===== config.mk =====
export PLATFORM = sky130hd
export DESIGN_NAME = kts_fifo
export DESIGN_NICKNAME = d
export VERILOG_FILES = /design/src/hdl/keyframe_track_lerp_sampler_defines.svh /design/src/hdl/kts_pkg.sv /design/src/hdl/kts_fifo.sv
export SDC_FILE = /design/constraint.sdc
export NUM_CORES = 1
export LEC_CHECK = 0
export BUFFER_PORTS_ARGS = -buffer_cell sky130_fd_sc_hd__buf_2
export CAP_MARGIN = 20
export CORE_UTILIZATION = 52
export DETAILED_ROUTE_END_ITERATION = 8
export MAX_ROUTING_LAYER = met4
export PLACE_DENSITY = 0.85
export SKIP_CTS_REPAIR_TIMING = 1
export SLEW_MARGIN = 10
export SYNTH_ARGS = -nofsm -noshare
export SYNTH_HDL_FRONTEND = slang
export SYNTH_SLANG_ARGS = --single-unit

===== constraint.sdc =====
create_clock -name clk_i -period 8.2 [get_ports clk_i]
set_input_delay 0.82 -clock clk_i [delete_from_list [all_inputs] [get_ports clk_i]]
set_output_delay 0.82 -clock clk_i [all_outputs]
set_load 0.03 [all_outputs]

===== src/hdl/keyframe_track_lerp_sampler_defines.svh =====
// Assertion macros used by the sampler back end (kts_back).
`ifndef KEYFRAME_TRACK_LERP_SAMPLER_DEFINES_SVH
`define KEYFRAME_TRACK_LERP_SAMPLER_DEFINES_SVH

// Same-cycle implication, checked out of reset.
`define KTS_ASSERT_NOW(lbl, pre, post, msg) \
  lbl: assert property (@(posedge clk_i) disable iff (!rst_ni) (pre) |-> (post)) \
    else $error(msg);

// Next-cycle implication, checked out of reset.
`define KTS_ASSERT_NEXT(lbl, pre, post, msg) \
  lbl: assert property (@(posedge clk_i) disable iff (!rst_ni) (pre) |=> (post)) \
    else $error(msg);

`endif


===== src/hdl/kts_pkg.sv =====
`timescale 1ns / 1ps
// ----------------------------------------------------------------------------
// kts_pkg
// Types and constants shared by the keyframe track sampler modules.
// ----------------------------------------------------------------------------
package kts_pkg;

  localparam int unsigned MaxKeys  = 64;
  localparam int unsigned IdxW     = $clog2(MaxKeys);
  localparam int unsigned CountW   = 7;
  localparam int unsigned QueueDepth = 2;

  // Input transfer payload
  typedef struct packed {
    logic               mode;
    logic [5:0]         key_index;
    logic [31:0]        time_value;
    logic signed [31:0] key_x;
    logic signed [31:0] key_y;
    logic signed [31:0] key_z;
  } kts_in_t;

  // Result transfer payload
  typedef struct packed {
    logic signed [31:0] out_x;
    logic signed [31:0] out_y;
    logic signed [31:0] out_z;
    logic [5:0]         segment;
    logic               not_found;
  } kts_out_t;

  // Work classes decided by the front end
  typedef enum logic [1:0] {
    KIND_LOAD   = 2'd0,
    KIND_SINGLE = 2'd1,
    KIND_SEARCH = 2'd2
  } kts_kind_e;

  localparam logic MODE_LOAD = 1'b0;

  // Queue entry between front and back
  typedef struct packed {
    kts_kind_e   kind;
    logic [5:0]  key_index;
    logic [31:0] time_value;
    logic [95:0] vec;
    logic [5:0]  segs;
  } kts_entry_t;

  // Queue push side
  typedef struct packed {
    logic       valid;
    kts_entry_t entry;
  } kts_push_t;

endpackage


===== src/hdl/kts_fifo.sv =====
`timescale 1ns / 1ps
// ----------------------------------------------------------------------------
// kts_fifo
// Short queue of classified items between front and back.
// ----------------------------------------------------------------------------
module kts_fifo (
  input  logic                 clk_i,
  input  logic                 rst_ni,
  input  kts_pkg::kts_push_t   push_i,
  output logic                 full_o,
  output logic                 empty_o,
  input  logic                 pop_i,
  output kts_pkg::kts_entry_t  head_o
);
  import kts_pkg::*;

  localparam int unsigned PtrW = (QueueDepth > 1) ? $clog2(QueueDepth) : 1;

  kts_entry_t         mem_q [QueueDepth];
  logic [PtrW-1:0]    wr_q, wr_d, rd_q, rd_d;
  logic [PtrW:0]      cnt_q, cnt_d;
  logic               do_push, do_pop;

  always_comb begin
    full_o  = (cnt_q == (PtrW+1)'(QueueDepth));
    empty_o = (cnt_q == '0);
    head_o  = mem_q[rd_q];
    do_push = push_i.valid && !full_o;
    do_pop  = pop_i && !empty_o;
    wr_d    = wr_q;
    rd_d    = rd_q;
    if (do_push) begin
      wr_d = (wr_q == PtrW'(QueueDepth - 1)) ? '0 : wr_q + PtrW'(1);
    end
    if (do_pop) begin
      rd_d = (rd_q == PtrW'(QueueDepth - 1)) ? '0 : rd_q + PtrW'(1);
    end
    cnt_d = cnt_q + (PtrW+1)'(do_push) - (PtrW+1)'(do_pop);
  end

  // Storage, no reset
  always_ff @(posedge clk_i) begin
    if (do_push) begin
      mem_q[wr_q] <= push_i.entry;
    end
  end

  always_ff @(posedge clk_i or negedge rst_ni) begin
    if (!rst_ni) begin
      wr_q  <= '0;
      rd_q  <= '0;
      cnt_q <= '0;
    end else begin
      wr_q  <= wr_d;
      rd_q  <= rd_d;
      cnt_q <= cnt_d;
    end
  end

endmodule


==> impl_summary.md <==
Status
The flow ran to the end, and the final reports show no timing, DRC or antenna violations.

Global routing
The initial antenna violation count is 1. Global routing consumed, over all layers together, 18.6% of the routing resources. The number of global-route vias before repair was 5,626. The first global-routing pass estimated 29,300 um of wire. After global routing the overflow that remains totals 0.

The largest net degree at the start of global routing is 75.

Setup path
STA classifies the critical path endpoint as an output pin. The maximum fanout encountered on the critical timing path is 74. The critical path arrival is 2.75 ns.

STA classifies the critical path startpoint as a flop. The data required time at the worst endpoint is 7.38 ns. The type of the worst setup path is flop to output pin.

Min path
The type of the most critical hold path is input port to async pin.

Drt
The post-detailed-routing wire length is 19,500 um. For this block, the via count after detailed routing is 5,332. The DRC violations left is 0. After detailed routing, the average wire length per cell comes to 18.4 um. In the routed layout, each cell is associated on average with a via count of 5.03. The first detailed-routing pass ran for 4 iterations. The detailed router finished its first iteration with 272 violations. The final antenna-violating net count is 0.

Clocking
The level count of the clock H-tree is 1. The number of buffers created by CTS is 29. The maximum root-to-sink buffer count is 3. The clock network latency to the later pin of the worst-skew pair is 0.52 ns. For this design, the sink count on the clock tree is 288. The buffer cell driving the clock tree root is sky130_fd_sc_hd__clkbuf_16. Clock-pin slew was measured on the worst setup and hold paths at 0.06 ns. TritonCTS built the clock tree.

Power and ir drop
In this run switching power makes up 34.5% of total power. The peak supply drop is 0.303 mV. For this design the static power due to leakage is 5.21 nW. Registers are responsible for 39.9% of the overall power. The clock network burns 23.8% of the power. Internal power comes to 3.48 mW. In this run the power density over the cells is 398 mW/mm^2. The overall power is 5.31 mW.

The switching power is 1.83 mW. The combinational share of power is 36.3%.

Yosys
The number of different library cells used by synthesis comes to 15. Sequential cells were found to cover 80.5% of the synthesized design area. The number of synthesized register bits is 288. The synthesized area is 0.0107 mm^2. The synthesized netlist net count is 608. The cell count after synthesis came out at 460. For this run, the number of Yosys warnings is 0.

By area the synthesized netlist is led by sky130_fd_sc_hd__edfxtp_1 80%, sky130_fd_sc_hd__mux2_4 9.8%, sky130_fd_sc_hd__mux2_2 7.6%, sky130_fd_sc_hd__buf_6 0.95%, sky130_fd_sc_hd__dfrtp_1 0.93%. The synthesized area per cell is 23.3 um^2. Summed over all instances, the cell type with the most area after synthesis is sky130_fd_sc_hd__edfxtp_1.

The area share of the largest cell type after synthesis is 79.5%.

Placed design
The count of buffers inserted at the top-level ports is 289. The routability congestion estimate is 0.754. The half-perimeter wire length after placement is 12,400 um. After detailed placement, the total cell area comes to 0.0124 mm^2.

The post-place setup slack is 5.06 ns.

Timing
The final critical-path share of the clock period is 43.5%. The count of final hold-check violations is 0. Timing would allow up to 0.280 GHz.

The final count of negative-setup-slack endpoints is 0. The max-slew violation count is 0. The summed negative setup slack over all endpoints is 0 ns.

The final critical path time including I/O delays and setup is 3.57 ns. The slew at the pin with the worst max-slew slack is 1.12 ns. Measured against its own limit, the worst slew margin works out to 25.6%. Setup repair after global routing left no endpoint under its margin. The worst clock skew is 0.00800 ns. The worst path meets setup with 4.63 ns of slack.

Finish
Cells with a size suffix above 1 make up 60.6% of the layout. With fillers left out, the area of the finished cells amounts to 0.0133 mm^2. The net count of the finished layout is 917.

Relative to the synthesized area, the layout overhead comes to 24.4%.

Die
The area of the die is 0.0212 mm^2. The initialized floorplan defines 52 standard-cell rows. The floorplan core area is 0.0202 mm^2.

290 I/O pins were placed. Once the floorplan was initialized, standard cells occupied 53.0% of the core. The die is 146 um tall. In this run the horizontal extent of the chip is 146 um.

Run
The tool flagged a number of max-cap violations equal to 0.
[worst max-delay path, cell delays in order (launching register included)]
cell	delay [ns]
sky130_fd_sc_hd__dfrtp_4	0.63
sky130_fd_sc_hd__buf_4	0.84
sky130_fd_sc_hd__mux2_2	0.43
sky130_fd_sc_hd__buf_2	0.18
[cell usage in the layout, fill, tap and decap left out, types with 4 or more instances in the layout]
cell / count
sky130_fd_sc_hd__mux2_4: 70
sky130_fd_sc_hd__buf_2: 289
sky130_fd_sc_hd__mux2_2: 72
sky130_fd_sc_hd__buf_4: 5
sky130_fd_sc_hd__clkbuf_16: 29
sky130_fd_sc_hd__clkbuf_1: 7
sky130_fd_sc_hd__clkinv_1: 5
sky130_fd_sc_hd__clkinv_2: 4
sky130_fd_sc_hd__edfxtp_1: 284
[registers in the layout, summed over array words and instances, names as in the netlist]
register,flops
cnt_q,2
mem_q,284
rd_q,1
wr_q,1
[worst paths after layout]
| path | startpoint | endpoint | slack (ns) | cells after the start |
|---|---|---|---|---|
| setup reg to reg | cnt_q[1] | mem_q[1][57] | 5.52 | 3 |
| setup / recovery | rd_q | head_o[44] | 4.63 | 3 |
| min in group clk_i | push_i[120] | mem_q[1][120] | 0.48 | 1 |
| hold / removal | rst_ni | cnt_q[1] | 0.10 | 1 |
| max in group asynchronous | rst_ni | rd_q | 7.95 | 1 |
| hold reg to reg | cnt_q[1] | cnt_q[1] | 0.50 | 1 |
[area by class of cell]
class / count / area [um^2]
Timing Repair Buffer: 294 / 1480
Tap cell: 270 / 338
Antenna cell: 1 / 2.50
Multi-Input combinational cell: 154 / 1960
Clock inverter: 13 / 136
Inverter: 2 / 7.51
Fill cell: 1399 / 6890
Sequential cell: 288 / 8630
Clock buffer: 38 / 779
[routing by layer]
| metal | track usage [%] | part of all wire [%] | up-vias | routed length, um |
|---|---|---|---|---|
| met5 | - | 0 | - | 0 |
| met4 | 6.32 | 3.3 | 0 | 644 |
| met3 | 4.86 | 7.2 | 43 | 1390 |
| met2 | 31.9 | 51 | 233 | 9910 |
| met1 | 21.4 | 39 | 2601 | 7510 |
| li1 | - | - | 2455 | - |
[Yosys cell counts]
cell and instances:
sky130_fd_sc_hd__and3_1 1, sky130_fd_sc_hd__buf_2 7, sky130_fd_sc_hd__buf_6 9, sky130_fd_sc_hd__dfrtp_1 4
sky130_fd_sc_hd__edfxtp_1 284, sky130_fd_sc_hd__ha_1 2, sky130_fd_sc_hd__inv_1 2, sky130_fd_sc_hd__mux2_2 72
sky130_fd_sc_hd__mux2_4 70, sky130_fd_sc_hd__nand2_1 1, sky130_fd_sc_hd__nand2b_1 1, sky130_fd_sc_hd__nor2_1 2
sky130_fd_sc_hd__nor2b_1 1, sky130_fd_sc_hd__xnor2_1 3, sky130_fd_sc_hd__xor2_1 1
[power by group through the flow]
| stage | Combinational, mW | Sequential [mW] | Clock [mW] |
|---|---|---|---|
| floorplan | 1.52 | 2.16 | 0 |
| global placement | 1.92 | 2.13 | 0 |
| detailed placement | 1.94 | 2.15 | 0 |
| CTS | 1.95 | 2.12 | 1.30 |
| global route | 2.02 | 2.15 | 1.34 |
| finish | 1.92 | 2.12 | 1.26 |
[kinds of logic (layout without fill, tap and decap cells)]
kind of cell             Yosys count  after routing  share of synthesized area [%]
flip-flops                       288            288                           80.5
buffers and inverters             18            347                           1.34
XOR/XNOR                           4              4                          0.327
AND/OR/NAND/NOR                    6              6                          0.280
other                              0              1                              0
multiplexers                     142            142                           17.4
adder cells (fa/ha/maj)            2              2                          0.233
[per-stage QoR]
stage / utilization, % / cells / hold slack (ns)
after floorplan: - / 460 / 0.461
after global placement: 61.4 / 1008 / 0.484
after detailed placement: 61.4 / 1008 / 0.495
after CTS: 65.9 / 1059 / 0.0695
after global routing: 65.9 / 1060 / 0.0718
final: 65.9 / 1060 / 0.101
No activity file was read; power rests on OpenSTA's default activity.
