--- config.mk ---
export PLATFORM = sky130hd
export DESIGN_NAME = kts_front
export DESIGN_NICKNAME = d
export VERILOG_FILES = /design/src/hdl/keyframe_track_lerp_sampler_defines.svh /design/src/hdl/kts_pkg.sv /design/src/hdl/kts_front.sv
export SDC_FILE = /design/constraint.sdc
export NUM_CORES = 1
export LEC_CHECK = 0
export ABC_AREA = 1
export BUFFER_PORTS_ARGS = -buffer_cell sky130_fd_sc_hd__clkbuf_2
export CAP_MARGIN = 10
export CORE_AREA = 3 3 112 114
export DETAILED_ROUTE_END_ITERATION = 6
export DIE_AREA = 0 0 115 117
export PLACE_DENSITY_LB_ADDON = 0.15
export SLEW_MARGIN = 10
export SYNTH_ARGS = -nofsm -noshare
export SYNTH_HDL_FRONTEND = slang
export SYNTH_SLANG_ARGS = --single-unit
--- constraint.sdc ---
create_clock -name clk_i -period 1.8 [get_ports clk_i]
set_clock_uncertainty 0.05 [all_clocks]
set_input_delay 0.27 -clock clk_i [delete_from_list [all_inputs] [get_ports clk_i]]
set_output_delay 0.27 -clock clk_i [all_outputs]
set_load 0.01 [all_outputs]
--- src/hdl/keyframe_track_lerp_sampler_defines.svh ---
// Assertion macros used by the sampler back end (kts_back).
`ifndef KEYFRAME_TRACK_LERP_SAMPLER_DEFINES_SVH
`define KEYFRAME_TRACK_LERP_SAMPLER_DEFINES_SVH

// Same-cycle implication, checked out of reset.
`define KTS_ASSERT_NOW(lbl, pre, post, msg) \
  lbl: assert property (@(posedge clk_i) disable iff (!rst_ni) (pre) |-> (post)) \
    else $error(msg);

// Next-cycle implication, checked out of reset.
`define KTS_ASSERT_NEXT(lbl, pre, post, msg) \
  lbl: assert property (@(posedge clk_i) disable iff (!rst_ni) (pre) |=> (post)) \
    else $error(msg);

`endif

--- src/hdl/kts_pkg.sv ---
`timescale 1ns / 1ps
// ----------------------------------------------------------------------------
// kts_pkg
// Types and constants shared by the keyframe track sampler modules.
// ----------------------------------------------------------------------------
package kts_pkg;

  localparam int unsigned MaxKeys  = 64;
  localparam int unsigned IdxW     = $clog2(MaxKeys);
  localparam int unsigned CountW   = 7;
  localparam int unsigned QueueDepth = 2;

  // Input transfer payload
  typedef struct packed {
    logic               mode;
    logic [5:0]         key_index;
    logic [31:0]        time_value;
    logic signed [31:0] key_x;
    logic signed [31:0] key_y;
    logic signed [31:0] key_z;
  } kts_in_t;

  // Result transfer payload
  typedef struct packed {
    logic signed [31:0] out_x;
    logic signed [31:0] out_y;
    logic signed [31:0] out_z;
    logic [5:0]         segment;
    logic               not_found;
  } kts_out_t;

  // Work classes decided by the front end
  typedef enum logic [1:0] {
    KIND_LOAD   = 2'd0,
    KIND_SINGLE = 2'd1,
    KIND_SEARCH = 2'd2
  } kts_kind_e;

  localparam logic MODE_LOAD = 1'b0;

  // Queue entry between front and back
  typedef struct packed {
    kts_kind_e   kind;
    logic [5:0]  key_index;
    logic [31:0] time_value;
    logic [95:0] vec;
    logic [5:0]  segs;
  } kts_entry_t;

  // Queue push side
  typedef struct packed {
    logic       valid;
    kts_entry_t entry;
  } kts_push_t;

endpackage

--- src/hdl/kts_front.sv ---
`timescale 1ns / 1ps
// ----------------------------------------------------------------------------
// kts_front
// Accepts input transfers, holds key_count and classifies each item.
// ----------------------------------------------------------------------------
module kts_front (
  input  logic            clk_i,
  input  logic            rst_ni,
  input  logic            cfg_we_i,
  input  logic [6:0]      cfg_wdata_i,
  input  logic            in_valid_i,
  output logic            in_stall_o,
  input  kts_pkg::kts_in_t in_data_i,
  input  logic            q_full_i,
  output kts_pkg::kts_push_t push_o
);
  import kts_pkg::*;

  logic [CountW-1:0] key_count_q;
  logic [CountW-1:0] key_count_d;
  logic [CountW-1:0] n_eff;
  logic [CountW-1:0] segs_w;

  // Configuration register
  always_comb begin
    key_count_d = cfg_we_i ? cfg_wdata_i : key_count_q;
  end

  always_ff @(posedge clk_i or negedge rst_ni) begin
    if (!rst_ni) begin
      key_count_q <= CountW'(1);
    end else begin
      key_count_q <= key_count_d;
    end
  end

  // Clamp count to 1..MaxKeys
  always_comb begin
    if (key_count_q == '0) begin
      n_eff = CountW'(1);
    end else if (key_count_q > CountW'(MaxKeys)) begin
      n_eff = CountW'(MaxKeys);
    end else begin
      n_eff = key_count_q;
    end
    segs_w = n_eff - CountW'(1);
  end

  // Classify and push
  always_comb begin
    in_stall_o               = q_full_i;
    push_o.valid             = in_valid_i && !q_full_i;
    push_o.entry.key_index   = in_data_i.key_index;
    push_o.entry.time_value  = in_data_i.time_value;
    push_o.entry.vec         = {in_data_i.key_x, in_data_i.key_y, in_data_i.key_z};
    push_o.entry.segs        = segs_w[5:0];
    if (in_data_i.mode == MODE_LOAD) begin
      push_o.entry.kind = KIND_LOAD;
    end else if (segs_w == '0) begin
      push_o.entry.kind = KIND_SINGLE;
    end else begin
      push_o.entry.kind = KIND_SEARCH;
    end
  end

endmodule

==> flow_summary.yaml, run 1 <==
status:
  outcome: "complete, but fails checks"
  violations: "setup timing"
sta:
  fin_ws_ns: -0.448
  hold_viol: 0
  tightestPinTransition_ns: 0.205
  maxSlewViolCount: 0
  slew_headroom: 0.862
  rsz0062_at_grt: "true"
  period_share: 1.25
  min_period_ns: 2.25
  max_clock_freq_ghz: 0.445
  setup_tns_ns: -1.80
  hold_ws_ns: 0.213
  setup_viol: 7
power:
  peakVddDrop_v: 0.000356
  power_leakage_nw: 0.585
  powerDensity_nw_per_um2: 747
clock_tree:
  root_buffer: "clkbuf_16"
  clock_path_buffers: 2
  clkTransAtPathRegs_ns: 0.03
  cts_buffers: 3
  clock_sinks: 7
  h-tree-depth: 1
  cts_tree: "built"
  clk_latency_ns: 0.23
place:
  numPortBuffers: 22
  dp_hpwl_um: 3700
  routabilityCongestion: 0.633
  dp_worst_setup_slack_ns: -0.278
  dpl.cell_count: 260
synth:
  synth_top_family_by_area: "buffers and inverters"
  synth_compound_area_frac: 0.0252
  syn_nets: 361
  ys_seq_elements: 7
  synth_adder_area_share: 0.0162
  post_synth_num_cell_types: 17
  yosys.area_share.simple: 0.126
  yosys_warnings: 0
  yosys.area_share.xor_xnor: 0
  muxShareOfSynthArea: 0.0219
  synth_area_um2: 1540
  synthCells: 212
  synth_seq_area_share: 0.114
  synth_area_per_cell_um2: 7.27
final_layout:
  nets: 279
  regMostFlops: "key_count_q"
  reg_top3: "key_count_q x7"
  antenna_cells: 0
  final_layout_size_suffix_gt1_frac: 0.690
  area_growth_pct: -16.5
  largest_reg_flops: 7
  stdcell_count: 272
  fin_util: 0.112
route:
  drt_iter0_drc: 3
  wirelength_um: 4130
  vias: 795
  drcViolationCount: 0
  first_pass_iters: 2
  post_drt_via_cell_ratio: 2.92
  postRouteAntennaNets: 0
  wl_per_cell_um: 15.2
setup_path:
  end_kind: "primary output"
  cp_top_family: "simple AND/OR/NAND/NOR gates"
  critical_path_class: "flop to primary output"
  cpPeakStageDelay_ns: 0.54
  start_kind: "flop"
  critical_path.max_fanout: 3
  cp.arrival_ns: 1.93
  crit_required_ns: 1.48
  path_buf_inv: 4
  crit_chain: "nor2_4 -> nand2_1 -> nor2_2 -> inv_1 -> nand2_2 -> inv_2 -> ha_4 -> inv_1 -> nand3_2 -> nand2_2 -> nor2_4 -> nand2_4 -> nor3_4 -> buf_6"
  slowest_stage: "dfstp_2"
global_routing:
  grt_use_total: 0.0560
  grt_overflow: 0
  antenna_found_initial: 0
  grt_max_degree: 12
  grt_pass1_wl_um: 5510
  grt_pass1_vias: 881
die:
  core_area_um2: 11500
  row_count: 39
  pin_count: 291
  dieArea_um2: 13500
  die_w_um: 115
  initial_core_util: 0.134
  die_h_um: 117
flow_run:
  maxCapViolCount: 0
min_path:
  hp-class: "input pin to flop"
final timing paths:
| path | from | endpoint | slack, ns | cells after the start |
|---|---|---|---|---|
| min in group asynchronous | rst_ni | key_count_q[1] | 0.36 | 2 |
| max in group asynchronous | rst_ni | key_count_q[0] | 1.10 | 2 |
| worst min register to register | key_count_q[5] | key_count_q[5] | 0.52 | 2 |
| worst max-delay path | key_count_q[0] | push_o[140] | -0.45 | 14 |
| worst min-delay path | cfg_wdata_i[0] | key_count_q[0] | 0.21 | 3 |
| worst max register to register | key_count_q[2] | key_count_q[2] | 0.73 | 3 |
Yosys cell counts, drive strengths merged:
master	number	area [µm²]
nor2	11	46.3
clkbuf	1	3.75
inv	15	56.3
nor3	2	20.0
ha	2	25.0
dfrtp	6	150
o21ai	7	38.8
buf	135	1010
nand3	5	30.0
nand2	24	97.6
dfstp	1	26.3
mux2	3	33.8
stage by stage:
| stage | area, µm² | total power [mW] |
|---|---|---|
| 3_5_place_dp | 987 | 0.477 |
| 2_1_floorplan | 1570 | 0.632 |
| 5_1_grt | 1290 | 1.03 |
| 4_1_cts | 1190 | 0.930 |
| 3_3_place_gp | 987 | 0.482 |
| 6_report | 1290 | 0.962 |
worst register-to-register path, stage by stage (launching register included):
cell	delay, ns
dfrtp_1	0.39
buf_6	0.14
buf_4	0.13
mux2_2	0.25
where the power goes:
group | total (mW) | internal [mW] | switching, mW
sequential | 0.188 | 0.175 | 0.0134
clock | 0.369 | 0.294 | 0.0755
combinational | 0.404 | 0.217 | 0.187
metal layers:
layer,vias to the layer above,wire [µm],track usage,share of wire
li1,344,-,-,-
met1,329,1000,0.0398,0.24
met4,0,286,0.0423,0.069
met5,-,0,0,0
met2,94,1970,0.0972,0.48
met3,28,880,0.0447,0.21
what timing repair did:
item	4_1_cts	5_1_grt
setup endpoints to repair	7	7
gates cloned	0	0
hold buffers	1	0
endpoints found under the hold margin	6	0
pin swaps	10	15
buffers inserted	4	5
gates resized for setup	21	21
final cells by class:
type / instances / area [µm²]
inverters: 15 / 56.3
fillers: 1348 / 10200
repair buffers: 49 / 379
clock buffers: 4 / 78.8
multi-input cells: 54 / 418
flip-flops and latches: 7 / 176
well taps: 143 / 179
kinds of logic after synthesis:
family,Yosys count
AO/OA/AOI/OAI,7
adder cells (fa/ha/maj),2
buffers and inverters,151
flip-flops,7
multiplexers,3
AND/OR/NAND/NOR,42
placed cells by master (no fill, tap or decap):
master	n
nand3_2	2
nor2_2	5
ha_4	2
inv_2	6
buf_8	1
dfrtp_1	6
nand3_4	1
clkbuf_8	1
buf_6	10
buf_4	19
buf_2	1
nand2_1	13
nand2_2	9
clkbuf_16	3
nor2_1	3
mux2_2	3
nand2_4	2
dfstp_2	1
nor2_4	3
o21ai_0	5
inv_1	9
o21ai_4	1
clkbuf_1	1
clkbuf_2	16
nor3_4	2
nand3_1	2
dlygate4sd3_1	1
o21ai_2	1
(Power assumes the default switching activity.)
==> run 2: changes to the inputs <==
--- a/config.mk
+++ b/config.mk
@@ -6,11 +6,11 @@
 export NUM_CORES = 1
 export LEC_CHECK = 0
 export ABC_AREA = 1
-export BUFFER_PORTS_ARGS = -buffer_cell sky130_fd_sc_hd__clkbuf_2
 export CAP_MARGIN = 10
-export CORE_AREA = 3 3 112 114
+export CORE_AREA = 3 3 113 115
 export DETAILED_ROUTE_END_ITERATION = 6
-export DIE_AREA = 0 0 115 117
+export DIE_AREA = 0 0 116 118
+export DONT_BUFFER_PORTS = 1
 export PLACE_DENSITY_LB_ADDON = 0.15
 export SLEW_MARGIN = 10
 export SYNTH_ARGS = -nofsm -noshare
==> constraint.sdc (replaced) <==
create_clock -name clk_i -period 2.8 [get_ports clk_i]
set_clock_uncertainty 0.05 [all_clocks]
set_input_delay 0.42 -clock clk_i [delete_from_list [all_inputs] [get_ports clk_i]]
set_output_delay 0.42 -clock clk_i [all_outputs]
set_load 0.01 [all_outputs]
==> flow_summary.yaml, run 2 (same netlist as run 1, synthesis figures left out) <==
power:
  power_uw: 476
  power_leakage_nw: 0.348
  peakVddDrop_v: 0.000330
  powerDensity_nw_per_um2: 560
die:
  pin_count: 291
  die_h_um: 118
  dieArea_um2: 13700
  row_count: 40
  initial_core_util: 0.129
  core_area_um2: 11900
  die_w_um: 116
route:
  post_drt_via_cell_ratio: 2.68
  first_pass_iters: 2
  drt_iter0_drc: 4
  postRouteAntennaNets: 0
  wl_per_cell_um: 15.7
  vias: 628
  wirelength_um: 3670
  drcViolationCount: 0
final_layout:
  area_growth_pct: -44.8
  largest_reg_flops: 7
  stdcell_count: 234
  reg_top3: "key_count_q x7"
  regMostFlops: "key_count_q"
  antenna_cells: 0
  final_layout_size_suffix_gt1_frac: 0.310
  layout_commonest_cell: "nand2_1"
  fin_util: 0.0714
  nets: 237
  final_cell_mix: "nand2_1, inv_1, nor2_1"
setup_path:
  crit_chain: "nor2_1 -> nand2_1 -> nor2_2 -> inv_1 -> nand2_1 -> inv_1 -> ha_1 -> nand2_1 -> inv_1 -> nand2_1 -> nand2_1 -> inv_1 -> nand3_2 -> nor3_2"
  cp_top_family: "simple AND/OR/NAND/NOR gates"
  cp.arrival_ns: 2.09
  path_buf_inv: 4
  critical_path_class: "flop to primary output"
  crit_path_frequent_cell: "nand2_1"
  end_kind: "primary output"
  cpPeakStageDelay_ns: 0.45
  critical_path.max_fanout: 6
  slowest_stage: "dfrtp_2"
  crit_required_ns: 2.33
  start_kind: "flop"
sta:
  tightestPinTransition_ns: 0.320
  setup_tns_ns: 0
  slew_headroom: 0.786
  min_period_ns: 2.56
  max_clock_freq_ghz: 0.391
  maxSlewViolCount: 0
  fin_ws_ns: 0.240
  hold_viol: 0
  rsz0062_at_grt: "false"
  setup_viol: 0
  period_share: 0.914
place:
  routabilityCongestion: 0.673
  numPortBuffers: 0
  dp_hpwl_um: 3330
  dp_worst_setup_slack_ns: 0.292
  dpl.cell_count: 225
clock_tree:
  clock_path_buffers: 2
  cts_buffers: 3
  clk_latency_ns: 0.22
  cts_tree: "built"
  root_buffer: "clkbuf_16"
  clkTransAtPathRegs_ns: 0.03
  clock_sinks: 7
  h-tree-depth: 1
global_routing:
  grt_pass1_wl_um: 4790
  grt_max_degree: 12
  grt_use_total: 0.0483
  grt_pass1_vias: 661
  grt_overflow: 0
  antenna_found_initial: 0
min_path:
  hp-class: "input pin to flop"
status:
  outcome: "finished clean"
flow_run:
  maxCapViolCount: 0
-- run 2: cell types whose count changed in the layout (fill, tap and decap cells not counted), sizes merged --
| cell | delta |
|---|---|
| buf | -25 |
| clkbuf | -17 |
-- run 2: area by class of cell --
class / instances / area (µm²)
multi-input cells: 54 / 297
inverters: 15 / 58.8
flip-flops and latches: 7 / 178
repair buffers: 7 / 55.1
fillers: 1415 / 11100
clock buffers: 4 / 78.8
well taps: 147 / 184
-- run 2: per-stage QoR --
stage | hold slack, ns | instance area [µm²]
CTS | 0.215 | 812
global placement | 0.0747 | 723
global route | 0.221 | 851
finish | 0.217 | 851
floorplan | 0.0744 | 1540
detailed placement | 0.0747 | 723
-- run 2: repair_timing --
action                     4_1_cts  5_1_grt
setup buffers                    0        4
hold buffers                     1        0
hold endpoints to repair         7        0
setup endpoints to repair        0        2
resized for setup                0        4
-- run 2: worst paths after layout --
| kind | from | slack [ns] | endpoint | cells past startpoint |
|---|---|---|---|---|
| max in group asynchronous | rst_ni | 1.94 | key_count_q[0] | 1 |
| hold reg to reg | key_count_q[0] | 0.45 | key_count_q[0] | 2 |
| setup / recovery | key_count_q[2] | 0.24 | push_o[140] | 14 |
| min in group asynchronous | rst_ni | 0.48 | key_count_q[1] | 1 |
| hold / removal | cfg_we_i | 0.22 | key_count_q[0] | 1 |
| setup reg to reg | key_count_q[6] | 1.86 | key_count_q[6] | 3 |
-- run 2: worst register-to-register path, cell delays in order (launching register included) --
cell     delay (ns)
dfrtp_1        0.47
inv_4          0.07
buf_4          0.14
o21ai_0        0.13
-- run 2: routing by layer --
layer	track usage	routed length, µm
met1	0.0307	765
met2	0.0824	1810
met3	0.0422	844
met4	0.0384	246
met5	0	0
-- run 2: power by group --
part / total, mW / switching, mW / internal, mW
sequential: 0.126 / 0.0134 / 0.113
clock: 0.236 / 0.0475 / 0.189
combinational: 0.114 / 0.0687 / 0.0451
==> run 3: changes to the inputs <==
--- a/config.mk
+++ b/config.mk
@@ -12,7 +12,6 @@
 export DIE_AREA = 0 0 116 118
 export DONT_BUFFER_PORTS = 1
 export PLACE_DENSITY_LB_ADDON = 0.15
-export SLEW_MARGIN = 10
 export SYNTH_ARGS = -nofsm -noshare
 export SYNTH_HDL_FRONTEND = slang
 export SYNTH_SLANG_ARGS = --single-unit
==> constraint.sdc (replaced) <==
create_clock -name clk_i -period 2.6 [get_ports clk_i]
set_clock_uncertainty 0.05 [all_clocks]
set_input_delay 0.39 -clock clk_i [delete_from_list [all_inputs] [get_ports clk_i]]
set_output_delay 0.39 -clock clk_i [all_outputs]
set_load 0.01 [all_outputs]
==> flow_summary.yaml, run 3 (same netlist as run 1, synthesis figures left out) <==
place:
  dp_hpwl_um: 3390
  dpl.cell_count: 229
  numPortBuffers: 0
  dp_worst_setup_slack_ns: 0.235
  routabilityCongestion: 0.616
  placed_area_um2: 753
sta:
  rsz0062_at_grt: "false"
  setup_viol: 0
  tightestPinTransition_ns: 0.335
  fin_ws_ns: 0.173
  period_share: 0.934
  setup_tns_ns: 0
  hold_ws_ns: 0.181
  maxSlewViolCount: 0
  min_period_ns: 2.43
  slew_headroom: 0.776
  max_clock_freq_ghz: 0.412
  hold_viol: 0
route:
  drt_iter0_drc: 7
  highest_layer: "met4"
  postRouteAntennaNets: 0
  wirelength_um: 3780
  wl_per_cell_um: 15.6
  vias: 659
  first_pass_iters: 2
  m1WireLength_um: 830
  route.met3.wl_um: 829
  post_drt_via_cell_ratio: 2.72
  wl_met2_um: 1870
  drcViolationCount: 0
final_layout:
  nets: 245
  reg_top3: "key_count_q x7"
  finalInstanceArea_um2: 946
  largest_reg_flops: 7
  area_growth_pct: -38.6
  antenna_cells: 0
  final_cell_mix: "nand2_1, buf_4, inv_1"
  fin_util: 0.0794
  stdcell_count: 242
  regMostFlops: "key_count_q"
  fillers: 1395
  final_layout_size_suffix_gt1_frac: 0.495
  layout_commonest_cell: "nand2_1"
clock_tree:
  clk_latency_ns: 0.23
  clock_path_buffers: 2
  clkTransAtPathRegs_ns: 0.04
  cts_tree: "built"
  clock_sinks: 7
  root_buffer: "clkbuf_16"
  cts_buffers: 3
  h-tree-depth: 1
flow_run:
  maxCapViolCount: 0
global_routing:
  grt_pass1_wl_um: 4780
  grt_use_total: 0.0482
  grt_overflow: 0
  grt_max_degree: 12
  grt_pass1_vias: 659
  antenna_found_initial: 0
setup_path:
  cp_top_family: "simple AND/OR/NAND/NOR gates"
  start_kind: "flop"
  slowest_stage: "dfstp_2"
  cp.arrival_ns: 1.99
  crit_path_frequent_cell: "inv_1"
  critical_path_class: "flop to primary output"
  path_buf_inv: 6
  crit_chain: "inv_2 -> nor2_2 -> inv_1 -> nand2_2 -> inv_1 -> ha_2 -> nand2_2 -> inv_1 -> nand2_1 -> nand2_1 -> inv_1 -> nand3_2 -> nor2_2 -> nor2_1 -> buf_4"
  end_kind: "primary output"
  crit_required_ns: 2.16
  cpPeakStageDelay_ns: 0.55
  critical_path.max_fanout: 3
status:
  outcome: "finished clean"
power:
  powerDensity_nw_per_um2: 581
  power_leakage_nw: 0.385
  power_uw: 550
  peakVddDrop_v: 0.000271
die:
  die_w_um: 116
  dieArea_um2: 13700
  core_area_um2: 11900
  die_h_um: 118
  pin_count: 291
  row_count: 40
  initial_core_util: 0.129
min_path:
  hp-class: "input pin to flop"
run 3: cell count changes in the layout (fill, tap and decap cells not counted), sizes merged:
cell	before	now
buf	6	14
run 3: cell type report:
cell class                 instances  area [µm²]  area share
clock buffer                       4        78.8      0.0833
tap                              147         184       0.194
sequential                         7         180       0.190
inverter                          15        56.3      0.0595
timing repair buffer              15         115       0.122
multi-input combinational         54         332       0.351
run 3: repair_timing:
item	CTS	global route
endpoints found under the hold margin	7	0
cloned	0	0
pin swaps	0	4
gates resized for setup	1	17
endpoints found under the setup margin	1	2
hold buffers	1	0
setup buffers	0	8
run 3: worst reg2reg max path, stage by stage (launching register included):
cell and delay (ns):
dfrtp_2 0.43, buf_4 0.14, mux2_2 0.25
run 3: path summary, 6_finish.rpt:
path | from | to | slack [ns] | depth (start not counted)
setup reg to reg | key_count_q[4] | key_count_q[4] | 1.62 | 2
min in group asynchronous | rst_ni | key_count_q[3] | 0.45 | 1
hold reg to reg | key_count_q[0] | key_count_q[0] | 0.45 | 2
hold / removal | cfg_we_i | key_count_q[0] | 0.18 | 1
setup / recovery | key_count_q[0] | push_o[141] | 0.17 | 15
max in group asynchronous | rst_ni | key_count_q[0] | 1.76 | 1
run 3: where the power goes:
| part | total (mW) | internal, mW | leakage (nW) | switching, mW |
|---|---|---|---|---|
| logic | 0.154 | 0.0670 | 0.268 | 0.0866 |
| clock network | 0.261 | 0.204 | 0.0382 | 0.0568 |
| registers | 0.135 | 0.122 | 0.0789 | 0.0132 |
run 3: routing by layer:
| layer | vias to the layer above | global-route usage |
|---|---|---|
| met1 | 277 | 0.0341 |
| met3 | 30 | 0.0386 |
| li1 | 269 | - |
| met5 | - | 0 |
| met4 | 0 | 0.0384 |
| met2 | 83 | 0.0806 |
